$ cat src/sv/rmf_pkg.sv
// Shared types for the running median filter.
// No dependencies; every other file imports this package.
package rmf_pkg;

  localparam int SampleWidth = 32;

  typedef logic signed [SampleWidth-1:0] rmf_sample_t;

  // Per-cycle commands broadcast to every sorted cell.
  typedef struct packed {
    logic del;  // drop the evicted value, close the gap
    logic ins;  // open a slot and place the new sample
  } rmf_ctrl_t;

endpackage

$ cat src/sv/rmf_cell.sv
// One slot of the sorted window: compare against a broadcast operand and
// take a value from itself or a neighbor. Depends on rmf_pkg.
module rmf_cell import rmf_pkg::*; (
  input  logic        clk,
  input  logic        rst,
  input  rmf_ctrl_t   ctrl,
  input  rmf_sample_t gone,
  input  rmf_sample_t fresh,
  input  logic        tail,        // last cell: always counts as above fresh
  input  logic        prev_gt,
  input  rmf_sample_t prev_value,
  input  rmf_sample_t next_value,
  output rmf_sample_t value,
  output rmf_sample_t value_next,
  output logic        gt
);

  rmf_sample_t cmp_op;
  logic        lt;

  assign cmp_op = ctrl.del ? gone : fresh;
  assign lt     = value < cmp_op;
  assign gt     = tail | (value > cmp_op);

  always_comb begin
    value_next = value;
    if (ctrl.del) begin
      // cells at or past the first match pull from the right
      if (!lt) value_next = next_value;
    end else if (ctrl.ins) begin
      if (gt) value_next = prev_gt ? prev_value : fresh;
    end
  end

  always_ff @(posedge clk) begin
    if (rst) begin
      value <= '0;
    end else begin
      value <= value_next;
    end
  end

endmodule

$ cat config.mk
export PLATFORM = sky130hd
export DESIGN_NAME = rmf_cell
export DESIGN_NICKNAME = d
export VERILOG_FILES = /design/src/sv/rmf_pkg.sv /design/src/sv/rmf_cell.sv
export SDC_FILE = /design/constraint.sdc
export NUM_CORES = 1
export LEC_CHECK = 0
export BUFFER_PORTS_ARGS = -buffer_cell sky130_fd_sc_hd__buf_2
export CAP_MARGIN = 20
export CORE_MARGIN = 2
export CORE_UTILIZATION = 45
export CTS_CLUSTER_DIAMETER = 100
export DETAILED_ROUTE_END_ITERATION = 8
export PLACE_DENSITY_LB_ADDON = 0.2
export SYNTH_ARGS = -nofsm -noshare
export SYNTH_HDL_FRONTEND = slang
export SYNTH_SLANG_ARGS = --single-unit
$ cat constraint.sdc
create_clock -name clk -period 4.3 [get_ports clk]
set_input_delay 0.43 -clock clk [delete_from_list [all_inputs] [get_ports clk]]
set_output_delay 0.43 -clock clk [all_outputs]
set_load 0.005 [all_outputs]
**After elaboration in Yosys (flattened, before gate mapping)**

Cells that the tools add are included.

- Multiplexer cells: 6
- Bitwise logic cells: 1
- $lt $le $gt $ge: 2

Operators by type and width:

| operator | number |
|---|---|
| two-way mux 32 bit | 6 |
| greater-than comparator 32 bit | 1 |
| < comparator 32 bit | 1 |
| OR 1 bit | 1 |

- Input port bits: 134
- Logic and storage cells: 10
- Output and inout bits: 65
- Register bits: 32

**Logic depth before layout (Yosys ltp)**

- Depth after elaboration: 6
- Depth in mapped cells: 12
- Depth with buffers taken out: 9

**Worst setup path before layout**

OpenSTA, ideal clock, no wires.

- Path type: in2out
- Start point: input port ctrl[1] (netlist name)
- End point: output port value_next[21]
- Arrival time: 3.491 ns
- Stages: 11
- Path buffers: 3
- Required time: 3.870 ns
- Path slack: 0.379 ns
- Cell sequence: clkbuf_1 > buf_1 > mux2i_1 > ha_1 > nand4_1 > nor4_2 > o41ai_4 > a21oi_2 > buf_6 > mux2_1 > mux2_2

- Longest elaborated chain between the ends: 6
- Elaborated cells on any way between the ends: 8
- Those cells by class: 2 x order compare; 5 x mux; 1 x bitwise

RTL lines:

| what | RTL line | source |
|---|---|---|
| from (decl) | rmf_cell.sv:6 | `input rmf_ctrl_t ctrl,` |
| two-way mux 32 bit | rmf_cell.sv:21 | `assign cmp_op = ctrl.del ? gone : fresh;` |
| greater-than comparator 32 bit | rmf_cell.sv:23 | `assign gt = tail \| (value > cmp_op);` |
| OR 1 bit | rmf_cell.sv:23 |  |
| two-way mux 32 bit | rmf_cell.sv:31 | `if (gt) value_next = prev_gt ? prev_value : fresh;` |
| two-way mux 32 bit | rmf_cell.sv:30 | `end else if (ctrl.ins) begin` |
| two-way mux 32 bit (*) | rmf_cell.sv:27 | `if (ctrl.del) begin` |
| to (decl) | rmf_cell.sv:14 | `output rmf_sample_t value_next,` |

Every way passes the cells marked *; elsewhere a longest branch is shown, timed or not.

**Worst setup path after layout**

- Start point: input port ctrl[1] (netlist name)
- End point: output port value_next[24]

Same word-level chain as after synthesis.

==> run metrics <==
status completed; total power 1.66 mW; cts hold-fix bufs 0; Synth top cells by count mux2i_1 (95), nand2_1 (39), inv_1 (34), mux2_2 (34); area post-placement 5010 sq um; post-CTS setup buffer count 0; placed cell count 704; CP Cell Sequence buf_4 > buf_12 > mux2i_1 > ha_1 > nand4_1 > nor4_2 > o41ai_4 > a21oi_4 > buf_4 > mux2_1 > mux2_2 > buf_2; Tot GR Track Use 0.240; DRC 0; port bufs 198; share of cells above drive strength 1 0.434; final setup TNS 0 ps; TritonRoute pass-1 iters 4; post-cts resize count 0; Largest register FFs 32; FF+latch count, synth 32; synth top area cells mux2i_1 (25%), dfxtp_1 (17%), ha_1 (10%); clk root buf clkbuf_8; required time worst endpoint 3870 ps; Biggest register value; Area Growth Syn to Fin 31.8%; detailed-route via count 3925; Slew Limit Headroom 0.304; Post-Synth Adder-Cell Area 0.104; die span in y 96.6 um; cell type of the slowest stage on the worst timing path nor4_2; simple logic cell fraction of the synthesized area 0.0739; crit end category output pin; core area 8260 sq um; Max Clock Skew 8.55 ps; filler instances 778; Mapped Area 3860 sq um; Slew Limit Fails 0; wl on met1 5.03 mm; top flop regs value (32); largest family of logic cells by synthesized area multiplexers; Inserted Clock Buffers 5; Synth Instances 413; xor/xnor cell area share of the yosys netlist 0; mux share of post-synthesis cell area 0.430; Max clock buf depth 2; diode count 0; TritonCTS Sinks 32; Fmax 246 MHz; ANT nets after route 0; most frequent CP cell buf_4; Slew @ Worst Pin 1040 ps; Fin. Hold Viols 0; largest net degree at the start of global routing 34; Detailed Route Iter0 Violations 112; top-count cell post-synth mux2i_1; fin cells 711; unrepaired setup endpoints after global routing no; LEAKAGE 2.66 nW; I/O pins 199; # nets final 772; Yosys warnings 0; fin crit period 4060 ps; CP delay by family, top buffers and inverters; HPWL Detailed 9.11 mm; Clk Latency, worst-skew pair 290 ps; Reg clk slew, reported paths 70 ps; post-synth top area cell mux2i_1; Post-Place Setup Slack 226 ps; design area 5090 sq um; # setup viols final 0; CTS tree done; Hold WC Path Type input pin to flop; Main synth FF type dfxtp_1; row count 33; initial antenna violation count 0; chip width 96.6 um; max_cap viols 0; Die ar. 9330 sq um; Mean Syn Cell Area 9.34 sq um; RD Place Congestion 0.842; vias in the first global route 4051; routed wl met3 625 um; WL met2 5.67 mm; top sig layer met4; compound-cell area share of the yosys netlist 0.156; largest fanout on the critical path 23; worst path arrival time 3630 ps; max incr delay on CP 520 ps; first-pass GRT wire length 19.0 mm; CP bufs+invs 4; post-synth cell types 39; Seq/Total Area, Yosys 0.166; post-synth top area share 0.246; drt via density 5.52; drt wl/cell 16.3 um; initial core utilization 0.467; crit share post-route 0.944; critical path class input pin to output pin; Post-synth EDFFs 0; CP Launch Type input pin; Max VDD drop 0.155 mV; Net Count, Synth 579; Final WS setup 241 ps; gr ovfl total 0; Async S/R FF share, synth 0; htree depth 2; total wire length 11.6 mm; pwr dens 327 nW/um^2
## per-layer routing
layer | GRT usage | up-vias
li1 | - | 1953
met1 | 0.301 | 1811
met2 | 0.413 | 140
met3 | 0.0470 | 21
met4 | 0.0769 | 0
met5 | 0 | -
## placed cells by master, fill, tap and decap left out, types with 5 or more instances in the layout
master and instances:
nand2_1 39, mux2_2 34, mux2i_1 95, mux2_1 29, nand4_1 7, inv_1 34, buf_2 197, o221ai_1 31
ha_1 32, clkbuf_8 5, a21oi_1 12, dfxtp_1 32, buf_4 13
## cell type report
class	count	area, sq um	share of cell area
clock buffers	6	72.6	0.0143
well taps	105	131	0.0258
repair buffers	212	1120	0.221
clock inverters	1	5.00	0.000984
inverters	34	128	0.0251
flip-flops and latches	32	641	0.126
multi-input cells	321	2990	0.587
## worst reg2reg max path, delay by kind of cell (launching register included)
| kind | cells | cell delay (ps) |
|---|---|---|
| and+or+nand+nor | 3 | 910 |
| AOI/OAI and AO/OA | 4 | 760 |
| buffers and inverters | 2 | 640 |
| DFF | 1 | 340 |
| adders and majority gates | 1 | 320 |
## power by group
group	switching [mW]	internal (mW)
combinational	0.505	0.523
clock	0.119	0.110
sequential	0.0556	0.351
## cell families (layout without fill, tap and decap cells)
family | Yosys count | after routing
buffers and inverters | 60 | 253
AND/OR/NAND/NOR | 61 | 61
multiplexers | 158 | 158
adder cells (fa/ha/maj) | 32 | 32
flip-flops | 32 | 32
AO/OA/AOI/OAI | 70 | 70
## stage by stage
stage | hold slack, ps | utilization
4_1_cts | 352 | 0.616
2_1_floorplan | 546 | -
3_3_place_gp | 563 | 0.607
3_5_place_dp | 573 | 0.607
6_report | 361 | 0.616
5_1_grt | 363 | 0.616
## final timing paths
check | depth (start not counted) | start | slack [ps] | endpoint
max | 12 | ctrl[1] | 240 | value_next[24]
min | 3 | next_value[14] | 360 | value[14]
max reg2reg | 10 | value[25] | 1200 | value[13]
min reg2reg | 2 | value[2] | 580 | value[2]
Note: power is estimated with default switching activity, not from simulation.
