===== src/sv/rmf_pkg.sv =====
// Shared types for the running median filter.
// No dependencies; every other file imports this package.
package rmf_pkg;

  localparam int SampleWidth = 32;

  typedef logic signed [SampleWidth-1:0] rmf_sample_t;

  // Per-cycle commands broadcast to every sorted cell.
  typedef struct packed {
    logic del;  // drop the evicted value, close the gap
    logic ins;  // open a slot and place the new sample
  } rmf_ctrl_t;

endpackage


===== src/sv/rmf_ring.sv =====
// History shift line: newest sample enters at tap 0, oldest leaves at the end.
// Depends on rmf_pkg.
module rmf_ring import rmf_pkg::*; #(
  parameter int WINDOW = 5
) (
  input  logic        clk,
  input  logic        rst,
  input  logic        shift,
  input  rmf_sample_t sample,
  output rmf_sample_t oldest
);

  rmf_sample_t taps [WINDOW];

  always_ff @(posedge clk) begin
    if (rst) begin
      for (int k = 0; k < WINDOW; k++) taps[k] <= '0;
    end else if (shift) begin
      taps[0] <= sample;
      for (int k = 1; k < WINDOW; k++) taps[k] <= taps[k-1];
    end
  end

  assign oldest = taps[WINDOW-1];

endmodule


===== config.mk =====
export PLATFORM = sky130hd
export DESIGN_NAME = rmf_ring
export DESIGN_NICKNAME = d
export VERILOG_FILES = /design/src/sv/rmf_pkg.sv /design/src/sv/rmf_ring.sv
export SDC_FILE = /design/constraint.sdc
export NUM_CORES = 1
export LEC_CHECK = 0
export BUFFER_PORTS_ARGS = -buffer_cell sky130_fd_sc_hd__buf_2
export CORE_AREA = 3 3 118 97
export CTS_CLUSTER_DIAMETER = 30
export DETAILED_ROUTE_END_ITERATION = 8
export DIE_AREA = 0 0 121 100
export MAX_ROUTING_LAYER = met4
export PLACE_DENSITY = 0.82
export SLEW_MARGIN = 20
export SYNTH_ARGS = -nofsm -noshare
export SYNTH_HDL_FRONTEND = slang
export SYNTH_SLANG_ARGS = --single-unit

===== constraint.sdc =====
create_clock -name clk -period 5.1 [get_ports clk]
set_input_delay 0.255 -clock clk [delete_from_list [all_inputs] [get_ports clk]]
set_output_delay 0.255 -clock clk [all_outputs]
set_load 0.005 [all_outputs]

After elaboration in Yosys (flattened, before gate mapping) --
Memories as Yosys holds them, arrays and structs flattened. Index checks and enable logic that the tools add are counted.
Word-level totals: register bits after elaboration 0, bits in writable memories 160, output and inout bits 32, memories 1
Memories:
- taps | words 5, width 32, rd ports 5, clocked after Yosys merged registers in 0, wr ports 5, RTL line rmf_ring.sv:13 | rmf_sample_t taps [WINDOW];
Operators by class: muxes and demuxes 10, bitwise operators 5
Operator list (number):
- 32-bit 2-to-1 mux | 5
- 1-bit 2-to-1 mux | 5
- 1-bit OR | 5

Depth between registers and ports, before layout --
Gate-level depths: netlist of run 1.
word-level depth 4, mapped depth 3

Worst setup path before layout of run 1 --
OpenSTA, ideal clock, no wires.
path kind in2reg, start point in rst, end point mem taps[0][0] in the netlist's numbering, enable pin, setup time 453 ps, arrival 2465 ps, data required time 4647 ps, setup slack 2182 ps, cell stages on the path 3, cell sequence buf_6 > buf_6 > or2_2
RTL lines:
- start: declaration | RTL line rmf_ring.sv:7 | input logic rst,
- end: declaration | RTL line rmf_ring.sv:13

==> results of run 1 <==
[path summary, 6_finish.rpt]
check,start,to,slack [ns],cells after the start
max,shift,taps[0][9]$_SDFFCE_PN0P_,2.76,3
min,sample[25],taps[0][25]$_SDFFCE_PN0P_,0.15,2
min reg2reg,taps[3][26]$_SDFFCE_PN0P_,taps[4][26]$_SDFFCE_PN0P_,0.55,1
max reg2reg,taps[2][8]$_SDFFCE_PN0P_,taps[3][8]$_SDFFCE_PN0P_,4.29,1
[per-layer routing]
layer	wire [µm]	share of wire (%)
met5	0	0
met4	141	1.7
met3	440	5.2
met2	3530	42
met1	4280	51
[cell usage after synthesis, drive strengths merged]
cell type	number	area (µm²)
and3b	160	1400
buf	27	260
clkbuf	7	26.3
edfxtp	160	4800
or2	1	6.26
[kinds of logic after synthesis]
family | count (synthesis) | share of synthesized area [%]
DFF | 160 | 73.9
buffers and inverters | 34 | 4.41
and+or+nand+nor | 161 | 21.7
[cell type report]
| cell class | instances | area (µm²) |
|---|---|---|
| flip-flops and latches | 160 | 4800 |
| fillers | 639 | 2960 |
| multi-input cells | 161 | 1410 |
| clock buffers | 17 | 425 |
| repair buffers | 68 | 358 |
| well taps | 140 | 175 |
| clock inverters | 15 | 150 |
[power by group]
| part | switching (mW) | total, mW | internal [mW] |
|---|---|---|---|
| Sequential | 0.0196 | 1.56 | 1.54 |
| Clock | 0.461 | 1.22 | 0.756 |
| Combinational | 0.0693 | 0.124 | 0.0545 |
| Total | 0.550 | 2.90 | 2.35 |
==> results.toml, run 1 <==
[die]
core_area_um2 = 10300
initial_core_util_pct = 63.2
ios = 67
die_area_um2 = 12100
die-height_um = 100
die_x_um = 121
rows = 33

[placement]
dp.cells = 529
dp_slack_ns = 2.06
hpwl_um = 4340
gp_congestion = 0.691
place_area_um2 = 6740
io_buffers = 66

[timing]
maxSlewViolCount = 0
setup_tns_ns = 0
period_needed_ns = 2.34
fin_ws_ns = 2.76
worstMarginPinSlew_ns = 0.937
setup_viol = 0
period_share_pct = 45.9
hold_viol = 0
max_freq_ghz = 0.427
worst_clock_skew_ns = 0.00674
max_slew_margin_pct = 37.6
rsz0062_at_grt = "false"
whs_ns = 0.153

[setup_path]
crit_family = "buffers and inverters"
cp_slowest_cell = "or2_4"
cp_cell_sequence = "buf_6, or2_4, buf_4"
max_stage_delay_ns = 0.88
start_kind = "input port"
crit_required_ns = 5.15
cp_max_fo = 161
crit_buf_inv = 2
crit_path_end_kind = "flip-flop"
critPathKind = "in2reg"
cp.arrival_ns = 2.39

[global_route]
grt-ovfl-total = 0
grt_pass1_vias = 2813
met2_usage_pct = 19.9
globalRouteMet1Util_pct = 22.4
antenna_found_initial = 0
grtUsageMet3_pct = 5.01
grt.busiest_layer = "met1"
grt_max_degree = 162
grt_pass1_wl_um = 13900
grtUsageTotal_pct = 15.4

[drt]
drc = 0
totalWireLength_um = 8390
drt_iter0_drc = 278
wl_per_cell_um = 14.9
viasPerCell = 5.21
via_count = 2921
first_pass_iters = 4
ant_nets = 0

[clocking]
htreeDepth = 4
clockBufferDepth = 2
clkSinkCount = 160
root_buffer = "clkbuf_16"
postCtsHoldBufs = 0
postCtsSetupBuffers = 0
worst_skew_pair.late_latency_ns = 0.41
path_clk_slew_ns = 0.06
cts_tree = "done"
cts_buffers = 17
ctsResizeCount = 0

[synthesis]
ys_ff_latch = 160
synth_fp_nets = 390
synth.distinct_cells = 6
yosysWarnings = 0
synth_area_um2 = 6500
avgSynthCellArea_um2 = 18.3
netlist_instances = 355
ys_seq_area_share_pct = 73.9

[power]
max-vdd-ir-drop_v = 0.000284
p_leak_nw = 3.51
powerDensity_nw_per_um2 = 396
total_power_mw = 2.90

[status]
outcome = "finished, final reports clean"

[finish]
drive_gt1_share_pct = 22.8
most-common-layout-cells = "and3b_1 (160), edfxtp_1 (160), buf_2 (64)"
largestRegisters = "taps x160"
largest_register_ff_count = 160
fin_nets = 443
final_core_util_pct = 71.2
largest-register = "taps"
postLayoutCellArea_um2 = 7320
instances_no_fill = 561
area_delta_synth_final_pct = 12.7
antenna_cells = 0

[worst_hold_path]
hp-class = "in2reg"

[job]
drv_cap = 0
(Power assumes the default switching activity.)
==> run 2: changes to the inputs <==
--- a/config.mk
+++ b/config.mk
@@ -6,12 +6,12 @@
 export NUM_CORES = 1
 export LEC_CHECK = 0
 export BUFFER_PORTS_ARGS = -buffer_cell sky130_fd_sc_hd__buf_2
-export CORE_AREA = 3 3 118 97
+export CORE_AREA = 3 3 128 106
 export CTS_CLUSTER_DIAMETER = 30
 export DETAILED_ROUTE_END_ITERATION = 8
-export DIE_AREA = 0 0 121 100
+export DIE_AREA = 0 0 131 109
 export MAX_ROUTING_LAYER = met4
-export PLACE_DENSITY = 0.82
+export PLACE_DENSITY = 0.74
 export SLEW_MARGIN = 20
 export SYNTH_ARGS = -nofsm -noshare
 export SYNTH_HDL_FRONTEND = slang
==> constraint.sdc (replaced) <==
create_clock -name clk -period 2 [get_ports clk]
set_input_delay 0.1 -clock clk [delete_from_list [all_inputs] [get_ports clk]]
set_output_delay 0.1 -clock clk [all_outputs]
set_load 0.005 [all_outputs]
==> results.toml, run 2 (synthesized netlist as in run 1, its figures left out) <==
[setup_path]
cp_cell_sequence = "buf_2"
crit_family = "flip-flops"
crit_path_end_kind = "output port"
crit_required_ns = 1.90
cp_max_fo = 1
max_stage_delay_ns = 0.38
crit_buf_inv = 1
critPathKind = "reg2out"
start_kind = "flip-flop"
cp_slowest_cell = "edfxtp_1"
cp.arrival_ns = 0.93

[drt]
via_count = 2963
ant_nets = 0
first_pass_iters = 4
viasPerCell = 4.80
totalWireLength_um = 8700
drc = 0
drt_iter0_drc = 221
wl_per_cell_um = 14.1

[timing]
rsz0062_at_grt = "false"
max_slew_margin_pct = 45.6
max_freq_ghz = 0.975
period_needed_ns = 1.03
setup_viol = 0
period_share_pct = 51.3
worstMarginPinSlew_ns = 0.816
worst_clock_skew_ns = 0.00434
hold_viol = 0
maxSlewViolCount = 0
setup_tns_ns = 0

[clocking]
cts_buffers = 17
root_buffer = "clkbuf_16"
htreeDepth = 4
postCtsHoldBufs = 18
path_clk_slew_ns = 0.06
postCtsSetupBuffers = 0
clkSinkCount = 160
ctsResizeCount = 0
worst_skew_pair.late_latency_ns = 0.41
cts_tree = "done"
clockBufferDepth = 2

[power]
total_power_mw = 7.86
powerDensity_nw_per_um2 = 1020
p_leak_nw = 3.66
max-vdd-ir-drop_v = 0.000653

[die]
die_x_um = 131
die_area_um2 = 14300
initial_core_util_pct = 53.2
die-height_um = 109
core_area_um2 = 12200
ios = 67
rows = 36

[finish]
fin_nets = 468
most-common-layout-cells = "and3b_1 (160), edfxtp_1 (160), buf_2 (64)"
area_delta_synth_final_pct = 18.6
largest_register_ff_count = 160
drive_gt1_share_pct = 23.1
n_fill_cell = 858
antenna_cells = 0
largestRegisters = "taps x160"
largest-register = "taps"

[global_route]
grt_pass1_vias = 2804
grt_pass1_wl_um = 14000
grtUsageTotal_pct = 13.4
antenna_found_initial = 0
grt-ovfl-total = 0
grt_max_degree = 161

[placement]
hpwl_um = 4610
gp_congestion = 0.702
io_buffers = 66

[worst_hold_path]
hp-class = "in2reg"

[status]
outcome = "finished, final reports clean"

[job]
drv_cap = 0
-- run 2: layout make-up --
| cell class | instances | area, µm² | share of cell area [%] |
|---|---|---|---|
| flip-flops and latches | 160 | 4800 | 62.3 |
| multi-input cells | 161 | 1410 | 18.3 |
| repair buffers | 93 | 627 | 8.13 |
| clock buffers | 21 | 440 | 5.71 |
| well taps | 171 | 214 | 2.78 |
| clock inverters | 11 | 211 | 2.74 |
-- run 2: where the power goes --
group,internal [mW],switching [mW],total [mW]
clock network,2.34,1.18,3.52
registers,3.93,0.0519,3.98
logic,0.176,0.184,0.360
-- run 2: layer usage --
metal	vias to the layer above	wire, µm	GRT usage [%]
met1	1340	4440	18.9
met2	77	3680	17.5
met4	0	107	5.29
met5	-	0	-
li1	1534	-	-
met3	12	471	5.00
-- run 2: through the flow --
step | std cells | worst slack, ns | util, % | area, µm² | hold WS [ns]
after floorplan | 355 | 0.0397 | - | 6500 | 0.333
after global placement | 566 | 0.575 | 56.2 | 6860 | 0.414
after detailed placement | 566 | 0.492 | 56.2 | 6860 | 0.417
after CTS | 616 | 0.920 | 63.0 | 7690 | 0.00123
after global routing | 617 | 0.925 | 63.1 | 7710 | 0.000995
final | 617 | 0.974 | 63.1 | 7710 | 0.0146
-- run 2: final timing paths --
kind	startpoint	end	slack (ns)	cells past startpoint
worst max-delay path	taps[4][29]$_SDFFCE_PN0P_	oldest[29]	0.97	1
worst min-delay path	sample[27]	taps[0][27]$_SDFFCE_PN0P_	0.01	2
worst max register to register	taps[0][21]$_SDFFCE_PN0P_	taps[1][21]$_SDFFCE_PN0P_	1.17	1
worst min register to register	taps[1][14]$_SDFFCE_PN0P_	taps[2][14]$_SDFFCE_PN0P_	0.55	1
